`src/design/pdm_pkg.sv`:
```
// pdm_pkg: shared constants, types and helper function of the pwm period/duty meter
// no dependencies; used by pdm_ctrl, pdm_datapath and pwm_period_duty_meter
`timescale 1ns / 1ps
`default_nettype none

package pdm_pkg;

   // capture counter and field widths
   localparam int COUNTER_WIDTH = 16;
   localparam int CAP_W         = 16;
   localparam int ELAPSED_W     = COUNTER_WIDTH + 1;
   localparam int TICK_W        = 27;
   localparam int FREQ_W        = 35;
   localparam int DUTY_W        = 15;
   localparam int Q8_SHIFT      = 8;

   // duty scale: 100 percent in q8
   localparam logic [DUTY_W-1:0] DUTY_FULL = DUTY_W'(25600);
   localparam logic [TICK_W-1:0] TICK_RESET = TICK_W'(1000000);

   // shared serial divider: dividend width and step count
   localparam int NUM_W     = FREQ_W;
   localparam int PROD_W    = ELAPSED_W + DUTY_W;
   localparam int DIV_STEPS = NUM_W;
   localparam int DIV_CNT_W = $clog2(DIV_STEPS);

   typedef enum logic [1:0] {
      PH_FIRST_RISE  = 2'd0,
      PH_FALL        = 2'd1,
      PH_SECOND_RISE = 2'd2
   } phase_type;

   typedef enum logic [2:0] {
      KIND_RISE = 3'b001,
      KIND_FALL = 3'b010,
      KIND_MEAS = 3'b100
   } kind_type;

   // controller to datapath
   typedef struct packed {
      logic     load_rise;
      logic     load_fall;
      logic     load_meas;
      logic     div_step;
      logic     freq_done;
      logic     duty_done;
      logic     emit;
      kind_type emit_kind;
   } cmd_type;

   // datapath to controller
   typedef struct packed {
      logic div_last;
      logic out_free;
   } status_type;

   // ticks from a to b modulo 2^COUNTER_WIDTH, equal values count as one full wrap
   function automatic logic [ELAPSED_W-1:0] elapsed(input logic [COUNTER_WIDTH-1:0] a,
                                                     input logic [COUNTER_WIDTH-1:0] b);
      logic [COUNTER_WIDTH-1:0] d;
      d = b - a;
      if (d == '0) begin
         elapsed = {1'b1, {COUNTER_WIDTH{1'b0}}};
      end else begin
         elapsed = {1'b0, d};
      end
   endfunction

endpackage

`default_nettype wire

```
`src/design/pdm_ctrl.sv`:
```
// pdm_ctrl: edge phase tracking and sequencing of the shared divider
// depends on pdm_pkg
`timescale 1ns / 1ps
`default_nettype none

module pdm_ctrl (
   input  wire                  clock,
   input  wire                  reset,
   input  wire                  req_valid,
   output logic                 req_ready,
   input  pdm_pkg::status_type  status,
   output pdm_pkg::cmd_type     cmd
);

   typedef enum logic [3:0] {
      ST_IDLE = 4'b0001,
      ST_FREQ = 4'b0010,
      ST_DUTY = 4'b0100,
      ST_EMIT = 4'b1000
   } state_type;

   state_type          state_ff, state_in;
   pdm_pkg::phase_type phase_ff, phase_in;
   pdm_pkg::kind_type  kind_ff, kind_in;

   always_comb begin
      state_in  = state_ff;
      phase_in  = phase_ff;
      kind_in   = kind_ff;
      req_ready = 1'b0;
      cmd       = '0;
      cmd.emit_kind = kind_ff;
      unique case (state_ff)
         ST_IDLE: begin
            req_ready = 1'b1;
            if (req_valid) begin
               unique case (phase_ff)
                  pdm_pkg::PH_FALL: begin
                     cmd.load_fall = 1'b1;
                     kind_in       = pdm_pkg::KIND_FALL;
                     phase_in      = pdm_pkg::PH_SECOND_RISE;
                     state_in      = ST_EMIT;
                  end
                  pdm_pkg::PH_SECOND_RISE: begin
                     cmd.load_meas = 1'b1;
                     kind_in       = pdm_pkg::KIND_MEAS;
                     phase_in      = pdm_pkg::PH_FIRST_RISE;
                     state_in      = ST_FREQ;
                  end
                  default: begin
                     cmd.load_rise = 1'b1;
                     kind_in       = pdm_pkg::KIND_RISE;
                     phase_in      = pdm_pkg::PH_FALL;
                     state_in      = ST_EMIT;
                  end
               endcase
            end
         end
         ST_FREQ: begin
            cmd.div_step = 1'b1;
            if (status.div_last) begin
               cmd.freq_done = 1'b1;
               state_in      = ST_DUTY;
            end
         end
         ST_DUTY: begin
            cmd.div_step = 1'b1;
            if (status.div_last) begin
               cmd.duty_done = 1'b1;
               state_in      = ST_EMIT;
            end
         end
         ST_EMIT: begin
            if (status.out_free) begin
               cmd.emit = 1'b1;
               state_in = ST_IDLE;
            end
         end
         default: begin
            state_in = ST_IDLE;
         end
      endcase
   end

   always_ff @(posedge clock) begin
      if (reset) begin
         state_ff <= ST_IDLE;
         phase_ff <= pdm_pkg::PH_FIRST_RISE;
         kind_ff  <= pdm_pkg::KIND_RISE;
      end else begin
         state_ff <= state_in;
         phase_ff <= phase_in;
         kind_ff  <= kind_in;
      end
   end

endmodule

`default_nettype wire

```
`src/design/pdm_datapath.sv`:
```
// pdm_datapath: capture registers, elapsed time, duty product, serial divider, result register
// depends on pdm_pkg
`timescale 1ns / 1ps
`default_nettype none

module pdm_datapath (
   input  wire                                clock,
   input  wire                                reset,
   input  wire  [pdm_pkg::CAP_W-1:0]          req_capture_value,
   input  wire                                csr_wr_en,
   input  wire  [pdm_pkg::TICK_W-1:0]         csr_wr_data,
   input  pdm_pkg::cmd_type                   cmd,
   output pdm_pkg::status_type                status,
   output logic                               rsp_valid,
   input  wire                                rsp_ready,
   output logic                               rsp_next_edge_falling,
   output logic                               rsp_measurement_valid,
   output logic [pdm_pkg::ELAPSED_W-1:0]      rsp_period_ticks,
   output logic [pdm_pkg::ELAPSED_W-1:0]      rsp_high_ticks,
   output logic [pdm_pkg::FREQ_W-1:0]         rsp_frequency_q8,
   output logic [pdm_pkg::DUTY_W-1:0]         rsp_duty_q8
);

   localparam int CW = pdm_pkg::COUNTER_WIDTH;
   localparam int EW = pdm_pkg::ELAPSED_W;
   localparam int NW = pdm_pkg::NUM_W;

   logic [pdm_pkg::TICK_W-1:0]    tick_ff;
   logic [CW-1:0]                 rise_ff, fall_ff;
   logic [EW-1:0]                 period_ff, high_ff;
   logic [pdm_pkg::PROD_W-1:0]    prod_ff, prod_in;
   logic [NW-1:0]                 num_ff, num_in;
   logic [EW-1:0]                 rem_ff, rem_in;
   logic [pdm_pkg::DIV_CNT_W-1:0] cnt_ff, cnt_in;
   logic [pdm_pkg::FREQ_W-1:0]    freq_ff;
   logic [pdm_pkg::DUTY_W-1:0]    duty_ff, duty_sat;
   logic                          rsp_valid_ff, rsp_valid_in;
   logic [CW-1:0]                 cap;
   logic [EW:0]                   trial;
   logic                          quot_bit;
   logic [NW-1:0]                 step_num;
   logic [EW-1:0]                 step_rem;

   assign cap     = req_capture_value[CW-1:0];
   assign prod_in = pdm_pkg::PROD_W'(high_ff) * pdm_pkg::PROD_W'(pdm_pkg::DUTY_FULL);

   // one restoring step: shift in the next dividend bit, subtract if it fits
   always_comb begin
      trial    = {rem_ff, num_ff[NW-1]};
      quot_bit = (trial >= {1'b0, period_ff});
      if (quot_bit) begin
         step_rem = EW'(trial - {1'b0, period_ff});
      end else begin
         step_rem = trial[EW-1:0];
      end
      step_num = {num_ff[NW-2:0], quot_bit};
   end

   always_comb begin
      if (step_num > NW'(pdm_pkg::DUTY_FULL)) begin
         duty_sat = pdm_pkg::DUTY_FULL;
      end else begin
         duty_sat = step_num[pdm_pkg::DUTY_W-1:0];
      end
   end

   always_comb begin
      num_in = num_ff;
      rem_in = rem_ff;
      cnt_in = cnt_ff;
      if (cmd.load_meas) begin
         num_in = {tick_ff, {pdm_pkg::Q8_SHIFT{1'b0}}};
         rem_in = '0;
         cnt_in = '0;
      end else if (cmd.freq_done) begin
         num_in = NW'(prod_ff);
         rem_in = '0;
         cnt_in = '0;
      end else if (cmd.div_step) begin
         num_in = step_num;
         rem_in = step_rem;
         cnt_in = cnt_ff + 1'b1;
      end
   end

   assign rsp_valid_in = cmd.emit | (rsp_valid_ff & ~rsp_ready);

   assign status.div_last = (cnt_ff == pdm_pkg::DIV_CNT_W'(pdm_pkg::DIV_STEPS - 1));
   assign status.out_free = ~rsp_valid_ff | rsp_ready;

   always_ff @(posedge clock) begin
      if (reset) begin
         tick_ff      <= pdm_pkg::TICK_RESET;
         rise_ff      <= '0;
         fall_ff      <= '0;
         rsp_valid_ff <= 1'b0;
         cnt_ff       <= '0;
      end else begin
         rsp_valid_ff <= rsp_valid_in;
         cnt_ff       <= cnt_in;
         if (csr_wr_en) begin
            tick_ff <= csr_wr_data;
         end
         if (cmd.load_rise) begin
            rise_ff <= cap;
         end
         if (cmd.load_fall) begin
            fall_ff <= cap;
         end
      end
   end

   always_ff @(posedge clock) begin
      num_ff  <= num_in;
      rem_ff  <= rem_in;
      prod_ff <= prod_in;
      if (cmd.load_meas) begin
         period_ff <= pdm_pkg::elapsed(rise_ff, cap);
         high_ff   <= pdm_pkg::elapsed(rise_ff, fall_ff);
      end
      if (cmd.freq_done) begin
         freq_ff <= step_num;
      end
      if (cmd.duty_done) begin
         duty_ff <= duty_sat;
      end
      if (cmd.emit) begin
         unique case (cmd.emit_kind)
            pdm_pkg::KIND_MEAS: begin
               rsp_next_edge_falling <= 1'b0;
               rsp_measurement_valid <= 1'b1;
               rsp_period_ticks      <= period_ff;
               rsp_high_ticks        <= high_ff;
               rsp_frequency_q8      <= freq_ff;
               rsp_duty_q8           <= duty_ff;
            end
            pdm_pkg::KIND_FALL: begin
               rsp_next_edge_falling <= 1'b0;
               rsp_measurement_valid <= 1'b0;
               rsp_period_ticks      <= '0;
               rsp_high_ticks        <= '0;
               rsp_frequency_q8      <= '0;
               rsp_duty_q8           <= '0;
            end
            default: begin
               rsp_next_edge_falling <= 1'b1;
               rsp_measurement_valid <= 1'b0;
               rsp_period_ticks      <= '0;
               rsp_high_ticks        <= '0;
               rsp_frequency_q8      <= '0;
               rsp_duty_q8           <= '0;
            end
         endcase
      end
   end

   assign rsp_valid = rsp_valid_ff;

endmodule

`default_nettype wire

```
`src/design/pwm_period_duty_meter.sv`:
```
// pwm_period_duty_meter: top level of the pwm input-capture period and duty meter
// depends on pdm_pkg, pdm_ctrl and pdm_datapath
`timescale 1ns / 1ps
`default_nettype none

// Takes one capture counter value per detected input edge and walks three
// phases: first rising edge, falling edge, closing rising edge. Every edge
// gives exactly one result transfer; next_edge_falling tells the capture
// logic which polarity to arm next. The closing rising edge yields period
// and high time (modulo 2^16, equal captures count as 65536 ticks),
// frequency_q8 = floor(tick_rate_hz * 256 / period) and
// duty_q8 = floor(high * 25600 / period) saturated at 25600; the edge after
// it starts a fresh measurement. Sequencing: a first-rise or fall edge is
// accepted and then goes straight to loading the output register; a closing
// edge is accepted, then runs 35 steps for frequency and 35 steps for duty in
// one shared restoring divider, then loads the output register once it is free.
// One edge is in work at a time; the output register lets the next edge be
// accepted while the previous result still waits for rsp_ready.
// tick_rate_hz (reset 1000000) is written through csr_wr_en/csr_wr_data; the user
// must write it only while the block is idle, the block does not enforce this.

module pwm_period_duty_meter (
   input  wire                                clock,
   input  wire                                reset,
   // capture input channel
   input  wire                                req_valid,
   output logic                               req_ready,
   input  wire  [pdm_pkg::CAP_W-1:0]          req_capture_value,
   // result channel
   output logic                               rsp_valid,
   input  wire                                rsp_ready,
   output logic                               rsp_next_edge_falling,
   output logic                               rsp_measurement_valid,
   output logic [pdm_pkg::ELAPSED_W-1:0]      rsp_period_ticks,
   output logic [pdm_pkg::ELAPSED_W-1:0]      rsp_high_ticks,
   output logic [pdm_pkg::FREQ_W-1:0]         rsp_frequency_q8,
   output logic [pdm_pkg::DUTY_W-1:0]         rsp_duty_q8,
   // tick rate register
   input  wire                                csr_wr_en,
   input  wire  [pdm_pkg::TICK_W-1:0]         csr_wr_data
);

   // command and status between sequencer and datapath
   pdm_pkg::cmd_type    cmd;
   pdm_pkg::status_type status;

   // phase tracking and divider sequencing
   pdm_ctrl u_ctrl (
      .clock     (clock),
      .reset     (reset),
      .req_valid (req_valid),
      .req_ready (req_ready),
      .status    (status),
      .cmd       (cmd)
   );

   // captures, elapsed ticks, shared divider and output register
   pdm_datapath u_datapath (
      .clock                 (clock),
      .reset                 (reset),
      .req_capture_value     (req_capture_value),
      .csr_wr_en             (csr_wr_en),
      .csr_wr_data           (csr_wr_data),
      .cmd                   (cmd),
      .status                (status),
      .rsp_valid             (rsp_valid),
      .rsp_ready             (rsp_ready),
      .rsp_next_edge_falling (rsp_next_edge_falling),
      .rsp_measurement_valid (rsp_measurement_valid),
      .rsp_period_ticks      (rsp_period_ticks),
      .rsp_high_ticks        (rsp_high_ticks),
      .rsp_frequency_q8      (rsp_frequency_q8),
      .rsp_duty_q8           (rsp_duty_q8)
   );

endmodule

`default_nettype wire
```
`config.mk`:
```
export PLATFORM = sky130hd
export DESIGN_NAME = pwm_period_duty_meter
export DESIGN_NICKNAME = d
export VERILOG_FILES = /design/src/design/pdm_pkg.sv /design/src/design/pdm_ctrl.sv /design/src/design/pdm_datapath.sv /design/src/design/pwm_period_duty_meter.sv
export SDC_FILE = /design/constraint.sdc
export NUM_CORES = 1
export LEC_CHECK = 0
export BUFFER_PORTS_ARGS = -buffer_cell sky130_fd_sc_hd__buf_2
export CORE_MARGIN = 2
export CORE_UTILIZATION = 50
export CTS_BUF_LIST = sky130_fd_sc_hd__clkbuf_8
export DETAILED_ROUTE_END_ITERATION = 10
export PLACE_DENSITY = 0.69
export SLEW_MARGIN = 30
export SYNTH_ARGS = -nofsm -noshare
export SYNTH_HDL_FRONTEND = slang
export SYNTH_SLANG_ARGS = --single-unit
```
`constraint.sdc`:
```
create_clock -name clock -period 7.49 [get_ports clock]
set_clock_uncertainty 0.1 [all_clocks]
set_input_delay 0.3745 -clock clock [delete_from_list [all_inputs] [get_ports clock]]
set_output_delay 0.3745 -clock clock [all_outputs]
set_load 0.1 [all_outputs]
```
-- Word level (Yosys, flattened, before mapping)
Cells that the tools add are included.
- bits in registers: 319
- input bits: 48
- add/subtract/negate cells: 4
- $mul: 1
- magnitude comparators: 2
- eq/ne operators: 13
- multiplexer cells: 28
- bitwise operators: 5
- reduce and logical (&&, ||, !) cells: 11
- operator list (operator ; count):
    two-way mux 35 bit ; 3
    two-way mux 17 bit ; 3
    > comparator 35 x 15 -> 1 bit (second input constant) ; 1
    zero test 16 bit ; 2
    subtractor 16 bit ; 2
    multiplier 17 x 5 -> 22 bit (second input constant) ; 1
    two-way mux 4 bit ; 5
    >= comparator 18 x 17 -> 1 bit ; 1
    subtractor 17 bit ; 1
    one-hot mux 4 bit (4 select lines) ; 1
    two-way mux 1 bit ; 12
    != test 2 bit (second input constant) ; 4
    OR reduction 2 bit ; 4
    adder 6 x 1 -> 6 bit (second input constant) ; 1
    == test 6 bit (second input constant) ; 1
    two-way mux 3 bit ; 2
    one-hot mux 3 bit (2 select lines) ; 1
    == test 4 x 1 -> 1 bit (second input constant) ; 1
    == test 4 x 2 -> 1 bit (second input constant) ; 1
    == test 4 x 3 -> 1 bit (second input constant) ; 1
    == test 4 bit (second input constant) ; 1
    one-hot mux 2 bit (2 select lines) ; 1
    AND reduction 4 bit ; 1
    == test 3 x 2 -> 1 bit (second input constant) ; 1
    10 further kinds ; 12

-- Longest topological paths before layout
Gate-level depths: netlist (run 1).
- word-level depth: 6
- depth in mapped cells: 14
- mapped depth without buffers: 14

-- By module
Synthesis (run 1) repeated with hierarchy kept, for this count alone.
- cell total of the unflattened synthesis: 1355
- area, all modules: 15431.0 um^2
- by module, submodules not included (module ; times used ; cells an instance ; area an instance (um^2) ; seq. area each (um^2)):
    pdm_datapath ; 1 ; 1292 ; 14884.3 ; 8177.8
    pdm_ctrl ; 1 ; 63 ; 546.8 ; 160.2

-- Worst setup path before layout (run 1)
OpenSTA, ideal clock, no wires.
- kind: reg-to-reg
- start: reg u_ctrl.state_ff[3]
- end: reg u_datapath.rsp_duty_q8[0] in the netlist's numbering, enable pin
- library setup time: 0.540 ns
- arrival time: 4.964 ns
- required time: 6.850 ns
- path slack: 1.887 ns
- stages on the path, launching flop included: 4
- buffers on the path: 1
- clock period less this slack: 5.603 ns
- cell sequence: dfxtp_1 > clkbuf_1 > or4b_2 > nor2b_1
- RTL lines (item ; RTL line ; RTL):
    start: declaration ; pdm_ctrl.sv:22 ; state_type state_ff, state_in;
    start signal: assignment ; pdm_ctrl.sv:91 ; state_ff <= state_in;
    end signal: assignment ; pdm_datapath.sv:135 ; rsp_duty_q8 <= duty_ff;
    end: declaration ; pdm_datapath.sv:21 ; output logic [pdm_pkg::DUTY_W-1:0] rsp_duty_q8

-- Worst setup path after layout (run 1)
- start: reg u_datapath.high_ff[2]
- end: reg u_datapath.prod_ff[31] in the netlist's numbering
- longest elaborated chain between the ends: 1
- ends and longest elaborated chain (item ; RTL line ; RTL):
    start: declaration ; pdm_datapath.sv:30 ; logic [EW-1:0] period_ff, high_ff;
    start signal: assignment ; pdm_datapath.sv:119 ; high_ff <= pdm_pkg::elapsed(rise_ff, fall_ff);
    multiplier 17 x 5 -> 22 bit ; pdm_datapath.sv:45 ; assign prod_in = pdm_pkg::PROD_W'(high_ff) * pdm_pkg::PROD_W'(pdm_pkg::DUTY_FULL);
    named net u_datapath.prod_in (one bit) ; pdm_datapath.sv:31 ; logic [pdm_pkg::PROD_W-1:0] prod_ff, prod_in;
    end signal: assignment ; pdm_datapath.sv:116 ; prod_ff <= prod_in;
    end: declaration ; pdm_datapath.sv:31 ;
The timed path passes the listed nets, and every way through them passes these cells.
A chain may end at the register's enable or synchronous reset.

==> impl_metrics.yaml, run 1 <==
pwr:
  leakagePower_nw: 7.36
  p_int_w: 0.00317
  p_sw_w: 0.00127
  pwr-share-comb: 0.192
  vdd_drop_max_uv: 135
  cellPowerDensity_nw_per_um2: 246
  p_seq_frac: 0.455
  pwr-share-clk: 0.354
  swShare: 0.286
cells_and_area:
  n_fill_cell: 2526
  fin_area_um2: 18100
  diodes: 0
  fin_nets: 1750
  multi_input_area_um2: 6540
  drive_gt1_frac: 0.155
  final_core_util: 0.594
  area_growth_syn_to_layout_pct: 17.3
  seq_area_um2: 8340
logic_synthesis:
  yosys.cell_types.count: 70
  synth.area.top_cells: "edfxtp_1 38%, dfxtp_1 16%, ha_1 8.7%, and2_1 3.9%, mux2i_1 3.6%"
  yosysMostFrequentCell: "edfxtp_1"
  synth_top_cell_area_share: 0.384
  synth_edf_count: 197
  synth-seq-cells: 318
  ys_top_cells_by_count: "197 x edfxtp_1, 130 x nand2_1, 121 x dfxtp_1, 107 x ha_1, 100 x inv_1"
  synthCells: 1382
  synth_fp_nets: 1552
  synth.cell_area_um2: 15400
  yosysWarnings: 0
  ys_seq_area_frac: 0.541
  avgSynthCellArea_um2: 11.1
  async_reset_ff_frac: 0
  synth_area_leader_cell: "edfxtp_1"
  synth_ff_type: "edfxtp_1"
floorplanning:
  dieArea_um2: 32200
  rows: 64
  fp.dieW_um: 180
  pin_count: 136
  die_y_um: 180
  start_util: 0.506
  core_area_um2: 30400
clock_network:
  cts-root-buf: "clkbuf_8"
  clk_path_buf_depth: 3
  clkTransAtPathRegs_ns: 0.06
  ctsResizeCount: 0
  cts_buffers: 51
  cts_sinks: 318
  clk_latency_ns: 0.58
  cts_tree: "built"
  htree_levels: 2
sta:
  drv_slew: 0
  tightest_slew_ns: 0.971
  max_freq_mhz: 243
  post-route-worst-setup-slack_ns: 3.37
  hold_ws_ns: 0.136
  hold_viol: 0
  finalSetupViolations: 0
  rsz0062_at_grt: "no"
  slew_headroom: 0.350
  post-route-period-util: 0.550
  setup-tns-final_ns: 0
  min_period_ns: 4.12
place:
  dpl.hpwl_um: 21900
  port_buffers: 135
  pre_cts_slack_ns: 3.50
  gp_congestion: 0.887
  dpl_cell_area_um2: 16500
run_status:
  status: "finished, final reports clean"
global_routing:
  grt_max_degree: 75
  overflow: 0
  grt_pass1_vias: 10300
  grt_pass1_wl_um: 51300
  grtUsageTotal: 0.192
  antenna_found_initial: 0
detailed_routing:
  ant_nets: 0
  routed_wirelength_um: 31100
  wl_per_cell_um: 15.4
  vias: 10500
  drcViolationCount: 0
  via_per_inst: 5.20
  dr.first_iter.drc_count: 552
  drtPass1Iterations: 5
setup_path:
  critPathKind: "register to register"
  crit_required_ns: 7.90
  end_kind: "register"
  cp_data_arrival_time_ns: 4.53
  critPathLaunchType: "register"
  critical_path.max_fanout: 4
worst_hold_path:
  worst_hold_path_type: "input port to register"
flow_run:
  drv_cap: 0
==> cells in the final DEF, fill, tap and decap left out, types with 13 or more instances in the layout <==
cell / count
nor4_1: 16
and2_1: 97
nand2_1: 130
nor2_1: 75
fa_1: 15
nor3_1: 25
xnor2_1: 34
nand2b_1: 13
nand3_1: 20
a21oi_1: 95
buf_2: 135
dlygate4sd3_1: 44
clkbuf_8: 58
xor2_1: 19
dfxtp_1: 121
nor2b_1: 16
mux2i_1: 56
clkinv_2: 13
edfxtp_1: 197
ha_1: 107
o21ai_0: 59
inv_1: 109
==> kinds of logic (layout without fill, tap and decap cells) <==
logic type	Yosys count	after routing	synth area share
fa+ha+maj	122	122	0.106
flops	318	318	0.541
simple gates	437	437	0.145
xor+xnor	53	53	0.0301
mux	58	58	0.0381
buf+inv	146	386	0.0370
compound gates	248	248	0.102
==> final cells by class <==
cell class / instances / area share
Sequential cell: 318 / 0.461
Multi-Input combinational cell: 918 / 0.362
Timing Repair Buffer: 190 / 0.0674
Clock buffer: 58 / 0.0442
Tap cell: 396 / 0.0274
Inverter: 101 / 0.0213
Clock inverter: 37 / 0.0169
==> worst max-delay path, cell delays in order (launching register included) <==
cell,delay [ns]
edfxtp_1,0.46
ha_1,0.34
ha_1,0.31
fa_1,0.47
ha_1,0.35
inv_1,0.08
o21ai_0,0.10
a21oi_1,0.33
a211oi_1,0.17
nor4_1,0.41
o31ai_1,0.19
or4b_2,0.63
nand4b_1,0.10
==> stage by stage <==
| stage | power (W) | instances |
|---|---|---|
| floorplan | 0.00272 | 1382 |
| global placement | 0.00287 | 1878 |
| finish | 0.00444 | 2018 |
| detailed placement | 0.00289 | 1879 |
| global route | 0.00468 | 2018 |
| CTS | 0.00450 | 2018 |
==> metal layers <==
metal | global-route usage | wire (um) | vias up | part of all wire
li1 | - | - | 5310 | -
met1 | 0.255 | 14300 | 4855 | 0.46
met2 | 0.318 | 14200 | 266 | 0.46
met3 | 0.0346 | 1520 | 72 | 0.049
met4 | 0.0693 | 1040 | 0 | 0.033
met5 | 0 | 0 | - | 0
==> state kept, by name, summed over array words and instances, names as in the netlist <==
signal and cells:
u_datapath.rsp_measurement_valid 1, u_datapath.period_ff 17, u_ctrl.state_ff 4, u_datapath.num_ff 35
u_ctrl.kind_ff 3, u_ctrl.phase_ff 1, u_datapath.high_ff 17, u_datapath.rsp_period_ticks 17
u_datapath.rsp_high_ticks 17, u_datapath.prod_ff 22, u_datapath.rsp_duty_q8 15, u_datapath.rsp_next_edge_falling 1
u_datapath.rsp_frequency_q8 35, u_datapath.freq_ff 35, u_datapath.rem_ff 17, u_datapath.rise_ff 16
u_datapath.duty_ff 15, u_datapath.rsp_valid 1, u_datapath.cnt_ff 6, u_datapath.tick_ff 27
u_datapath.fall_ff 16
==> power by group through the flow <==
stage / registers [W] / logic, W / clock network [W]
after global placement: 0.00205 / 0.000815 / 0
after floorplan: 0.00216 / 0.000559 / 0
after detailed placement: 0.00206 / 0.000831 / 0
final: 0.00202 / 0.000851 / 0.00157
after global routing: 0.00203 / 0.000946 / 0.00170
after CTS: 0.00202 / 0.000854 / 0.00162
==> worst paths after layout <==
kind | to | slack, ns | cells after the start | from
hold reg to reg | u_datapath.prod_ff[10] | 0.33 | 0 | u_datapath.high_ff[0]
setup reg to reg | u_datapath.prod_ff[31] | 3.37 | 12 | u_datapath.high_ff[2]
setup / recovery | u_datapath.prod_ff[31] | 3.37 | 12 | u_datapath.high_ff[2]
hold / removal | u_datapath.rsp_valid | 0.14 | 3 | rsp_ready
==> repair_timing <==
item	in CTS	in global routing
buffers inserted	0	0
hold buffers	44	0
endpoints found under the hold margin	60	0
Power figures use the tool's default switching activity.
==> run 2, diff against run 1 <==
==> constraint.sdc (replaced) <==
create_clock -name clock -period 4.25 [get_ports clock]
set_clock_uncertainty 0.1 [all_clocks]
set_input_delay 0.2125 -clock clock [delete_from_list [all_inputs] [get_ports clock]]
set_output_delay 0.2125 -clock clock [all_outputs]
set_load 0.1 [all_outputs]
==> run 2 against run 1 <==
Against the previous run:
- final cell count grew 0.89%
- flip-flop and latch count unchanged
- first-iteration DRC count grew 20%
- fmax up 2.9%
- sequential share of layout area fell by 0.15 points
- combinational power is 79% higher
- worst setup slack got worse by 3.1 ns
- highest routed layer unchanged
==> impl_metrics.yaml, run 2 (synthesis gave the netlist of run 1 again) <==
flow_run:
  drv_cap: 0
setup_path:
  crit_required_ns: 4.65
  reg2reg_slack_ns: 0.24
  timing.rr.end: "u_datapath.prod_ff[31]"
  crit_start: "u_datapath.high_ff[2]"
  rr_worst_depth: 12
  cp_data_arrival_time_ns: 4.41
  critPathLaunchType: "register"
  cp-endpoint: "u_datapath.prod_ff[31]"
  timing.rr.start: "u_datapath.high_ff[2]"
  end_kind: "register"
  critical_path.max_fanout: 4
  critPathKind: "register to register"
sta:
  max_freq_mhz: 250
  slew_headroom: 0.392
  tightest_slew_ns: 0.911
  post-route-period-util: 0.943
  hold_viol: 0
  setup-tns-final_ns: 0
  min_period_ns: 4.01
  post-route-worst-setup-slack_ns: 0.244
  finalSetupViolations: 0
  drv_slew: 0
floorplanning:
  rows: 64
  pin_count: 136
  die_y_um: 180
  core_area_um2: 30400
  dieArea_um2: 32200
  fp.dieW_um: 180
  start_util: 0.506
detailed_routing:
  routed_wirelength_um: 32100
  drcViolationCount: 0
  via_per_inst: 5.22
  ant_nets: 0
  vias: 10600
  wl_per_cell_um: 15.7
  drtPass1Iterations: 5
  dr.first_iter.drc_count: 661
global_routing:
  antenna_found_initial: 1
  overflow: 0
  grt_max_degree: 69
  grt_pass1_vias: 10400
  grtUsageTotal: 0.197
  grt_pass1_wl_um: 52300
pwr:
  cellPowerDensity_nw_per_um2: 417
  power_w: 0.00757
  leakagePower_nw: 7.43
  vdd_drop_max_uv: 221
place:
  pre_cts_slack_ns: 0.244
  port_buffers: 135
  gp_congestion: 0.883
  dpl.hpwl_um: 22000
  dp.cells: 1878
worst_hold_path:
  worst_hold_path_type: "input port to register"
clock_network:
  cts_buffers: 51
  htree_levels: 2
  clkTransAtPathRegs_ns: 0.06
  clk_latency_ns: 0.58
  clk_path_buf_depth: 3
  cts_tree: "built"
  cts-root-buf: "clkbuf_8"
  cts_sinks: 318
cells_and_area:
  area_growth_syn_to_layout_pct: 17.7
  drive_gt1_frac: 0.146
  mostFrequentLayoutCell: "edfxtp_1"
  reg_top3: "u_datapath.freq_ff (35), u_datapath.num_ff (35), u_datapath.rsp_frequency_q8 (35)"
  fin_nets: 1766
  layout.cells.non_filler: 2036
  final_cell_mix: "197 x edfxtp_1, 135 x buf_2, 130 x nand2_1"
run_status:
  status: "finished, final reports clean"
[run 2: changes by cell type in the layout (fill, tap and decap cells not counted), moves of 2 or more]
cell and change:
bufinv_16 -4, inv_1 +16, dlygate4sd3_1 +16, buf_12 +2, clkinv_1 -2, clkinv_2 -8
[run 2: cell type report]
class,instances,area [um^2]
antenna,1,2.50
clock buffer,57,785
clock inverter,39,198
fill,2529,12300
inverter,101,384
multi-input combinational,918,6550
sequential,318,8340
tap,396,495
timing repair buffer,206,1380
[run 2: worst max-delay path: stages (launching register included)]
cell	delay, ns
edfxtp_1	0.44
ha_1	0.34
ha_1	0.33
fa_1	0.47
ha_1	0.35
inv_1	0.08
o21ai_0	0.12
a21oi_1	0.32
a211oi_1	0.19
nor4_2	0.31
o31ai_1	0.17
or4b_2	0.63
nand4b_1	0.10
[run 2: worst min-delay path by stage]
stage | from | to | slack [ns] | cells after the start
floorplan | csr_wr_data[14] | u_datapath.tick_ff[14] | 0.23 | 1
global placement | u_datapath.high_ff[2] | u_datapath.prod_ff[12] | 0.31 | 0
detailed placement | csr_wr_data[18] | u_datapath.tick_ff[18] | 0.33 | 2
CTS | reset | u_datapath.tick_ff[18] | 0.11 | 2
global route | reset | u_datapath.tick_ff[16] | 0.14 | 2
finish | reset | u_datapath.tick_ff[6] | 0.16 | 2
[run 2: report_power, final]
group          leakage (nW)  switching, W  internal [W]
registers              2.86     0.0000946       0.00347
clock network         0.601       0.00118       0.00130
logic                  3.98      0.000962      0.000562
total                  7.43       0.00224       0.00533
[run 2: repair_timing]
item	4_1_cts	5_1_grt
buffers inserted	0	1
setup endpoints to repair	0	1
hold buffers	60	0
resized for setup	0	1
endpoints found under the hold margin	64	0
[run 2: through the flow]
| stage | util | hold WS [ns] | cell area (um^2) |
|---|---|---|---|
| 5_1_grt | 0.596 | 0.139 | 18100 |
| 6_report | 0.596 | 0.164 | 18100 |
| 2_1_floorplan | - | 0.235 | 15400 |
| 4_1_cts | 0.595 | 0.108 | 18100 |
| 3_5_place_dp | 0.543 | 0.327 | 16500 |
| 3_3_place_gp | 0.543 | 0.315 | 16500 |
[run 2: layer usage]
| metal | GRT usage | vias to the layer above | routed length, um |
|---|---|---|---|
| met1 | 0.261 | 4963 | 14500 |
| met3 | 0.0387 | 62 | 1620 |
| met2 | 0.331 | 264 | 15200 |
| met5 | 0 | - | 0 |
| li1 | - | 5344 | - |
| met4 | 0.0569 | 0 | 768 |
==> run 3, diff against run 2 <==
--- a/config.mk
+++ b/config.mk
@@ -10,7 +10,7 @@
 export CORE_UTILIZATION = 50
 export CTS_BUF_LIST = sky130_fd_sc_hd__clkbuf_8
 export DETAILED_ROUTE_END_ITERATION = 10
-export PLACE_DENSITY = 0.69
+export PLACE_DENSITY = 0.71
 export SLEW_MARGIN = 30
 export SYNTH_ARGS = -nofsm -noshare
 export SYNTH_HDL_FRONTEND = slang
==> constraint.sdc (replaced) <==
create_clock -name clock -period 3.6 [get_ports clock]
set_clock_uncertainty 0.1 [all_clocks]
set_input_delay 0.18 -clock clock [delete_from_list [all_inputs] [get_ports clock]]
set_output_delay 0.18 -clock clock [all_outputs]
set_load 0.1 [all_outputs]
==> run 3 against run 2 <==
Against the previous run:
- the flow now finishes with violations (negative setup slack)
- combinational power rose by 22%
- highest routed layer unchanged
- critical endpoint unchanged
- utilization rose by 1.3 points
- flip-flop and latch count did not move
- cell area rose by 2.2%
- via count rose by 1.4%
- routed wire length rose by 1.4%
- count of clock-buffer cells in the layout rose by 1
- first-iteration DRC count rose by 3.3%
==> impl_metrics.yaml, run 3 (synthesis gave the netlist of run 1 again) <==
worst_hold_path:
  worstHoldStart: "reset"
  worst_hold_path_type: "input port to register"
floorplanning:
  core_area_um2: 30400
  die_y_um: 180
  start_util: 0.506
  fp.dieW_um: 180
  pin_count: 136
  dieArea_um2: 32200
  rows: 64
place:
  dpl.hpwl_um: 22100
  port_buffers: 135
  dp.cells: 1906
  gp_congestion: 0.892
  dpl_cell_area_um2: 16700
cells_and_area:
  fin_nets: 1795
  multi_input_area_um2: 6710
  final_cell_mix: "197 x edfxtp_1, 135 x buf_2, 129 x nand2_1"
  n_fill_cell: 2439
  drive_gt1_frac: 0.184
  fin_area_um2: 18500
  mostFrequentLayoutCell: "edfxtp_1"
  seq_area_um2: 8340
  reg_top3: "u_datapath.freq_ff (35), u_datapath.num_ff (35), u_datapath.rsp_frequency_q8 (35)"
  layout.cells.non_filler: 2066
  area_growth_syn_to_layout_pct: 20.3
sta:
  tightest_slew_ns: 0.868
  finalSetupViolations: 1
  slew_headroom: 0.419
  hold_ws_ns: 0.0762
  hold_viol: 0
  post-route-worst-setup-slack_ns: -0.00245
  setup-tns-final_ns: -0.00245
  post-route-period-util: 1.00
  min_period_ns: 3.60
  max_freq_mhz: 278
  drv_slew: 0
  rsz0062_at_grt: "yes"
setup_path:
  cp_num_buf_inv: 5
  critPathLaunchType: "register"
  critical_path.max_fanout: 4
  crit_start: "u_datapath.high_ff[5]"
  end_kind: "register"
  critPathKind: "register to register"
  timing.rr.start: "u_datapath.high_ff[5]"
  slowest_stage: "edfxtp_1"
  slowest_delay_ns: 0.50
  cp_data_arrival_time_ns: 3.95
  critical_path.cell_chain: "ha_4 -> ha_4 -> inv_1 -> fa_1 -> inv_2 -> ha_4 -> o21ai_2 -> nand2b_1 -> a21oi_2 -> a211oi_2 -> nor4_2 -> o31ai_2 -> buf_4 -> buf_4 -> buf_4 -> nand4b_1 -> nand4b_1"
  crit_required_ns: 3.95
  cp_top_family: "adder cells"
detailed_routing:
  ant_nets: 0
  wl_per_cell_um: 15.7
  drcViolationCount: 0
  drtPass1Iterations: 5
  routed_wirelength_um: 32500
  vias: 10800
  via_per_inst: 5.22
  dr.first_iter.drc_count: 683
pwr:
  vdd_drop_max_uv: 368
  cellPowerDensity_nw_per_um2: 495
  power_w: 0.00918
  leakagePower_nw: 7.57
run_status:
  violations: "negative setup slack"
  status: "finished with violations"
clock_network:
  cts_buffers: 52
  clk_latency_ns: 0.58
  htree_levels: 2
  cts_tree: "built"
  cts-root-buf: "clkbuf_8"
  clk_path_buf_depth: 3
  clkTransAtPathRegs_ns: 0.06
  cts_sinks: 318
global_routing:
  antenna_found_initial: 1
  grt_pass1_wl_um: 52700
  grt_max_degree: 66
  grtUsageTotal: 0.198
  grt_pass1_vias: 10400
  overflow: 0
flow_run:
  drv_cap: 0
==> run 3: cell types whose count changed in the layout (fill, tap and decap cells not counted), moves of 3 or more <==
cell	change
inv_1	-9
a21oi_1	-3
dlygate4sd3_1	-15
o21ai_0	-3
buf_4	+43
clkinv_1	+5
a21oi_2	+3
ha_1	-9
ha_4	+8
==> run 3: what timing repair did <==
| item | in CTS | in global routing |
|---|---|---|
| cloned | 0 | 0 |
| setup endpoints to repair | 3 | 4 |
| endpoints found under the hold margin | 66 | 0 |
| pin swaps | 20 | 19 |
| gates resized for setup | 14 | 13 |
| setup buffers | 13 | 4 |
| hold buffers | 45 | 0 |
==> run 3: worst paths after layout <==
| check | end | slack, ns | cells after the start |
|---|---|---|---|
| worst max-delay path | u_datapath.prod_ff[31] | -0.002 | 17 |
| worst min-delay path | u_datapath.tick_ff[24] | 0.08 | 2 |
| worst max register to register | u_datapath.prod_ff[31] | -0.002 | 17 |
| worst min register to register | u_datapath.prod_ff[11] | 0.35 | 0 |
==> run 3: per-stage QoR <==
step	util	worst slack, ns
6_report	0.609	-0.00245
5_1_grt	0.609	-0.151
4_1_cts	0.606	0.00146
3_5_place_dp	0.550	-0.160
3_3_place_gp	0.550	-0.0761
2_1_floorplan	-	0.00492
==> run 3: area by class of cell <==
| class | instances | area share |
|---|---|---|
| repair buffers | 234 | 0.0839 |
| well taps | 396 | 0.0267 |
| clock buffers | 58 | 0.0431 |
| diodes | 1 | 0.000135 |
| clock inverters | 40 | 0.0140 |
| flip-flops and latches | 318 | 0.450 |
| inverters | 101 | 0.0207 |
| multi-input cells | 918 | 0.362 |
==> run 3: power by group <==
group	internal [W]	total [W]	switching, W
Sequential	0.00409	0.00420	0.000110
Clock	0.00170	0.00312	0.00141
Combinational	0.000704	0.00186	0.00116
Total	0.00650	0.00918	0.00268
==> run 3: layer usage <==
metal	wire [um]	GRT usage	vias up	share of wire
met4	945	0.0657	0	0.029
met1	14300	0.255	5023	0.44
met5	0	0	-	0
met2	15700	0.341	285	0.48
li1	-	-	5408	-
met3	1610	0.0334	65	0.050
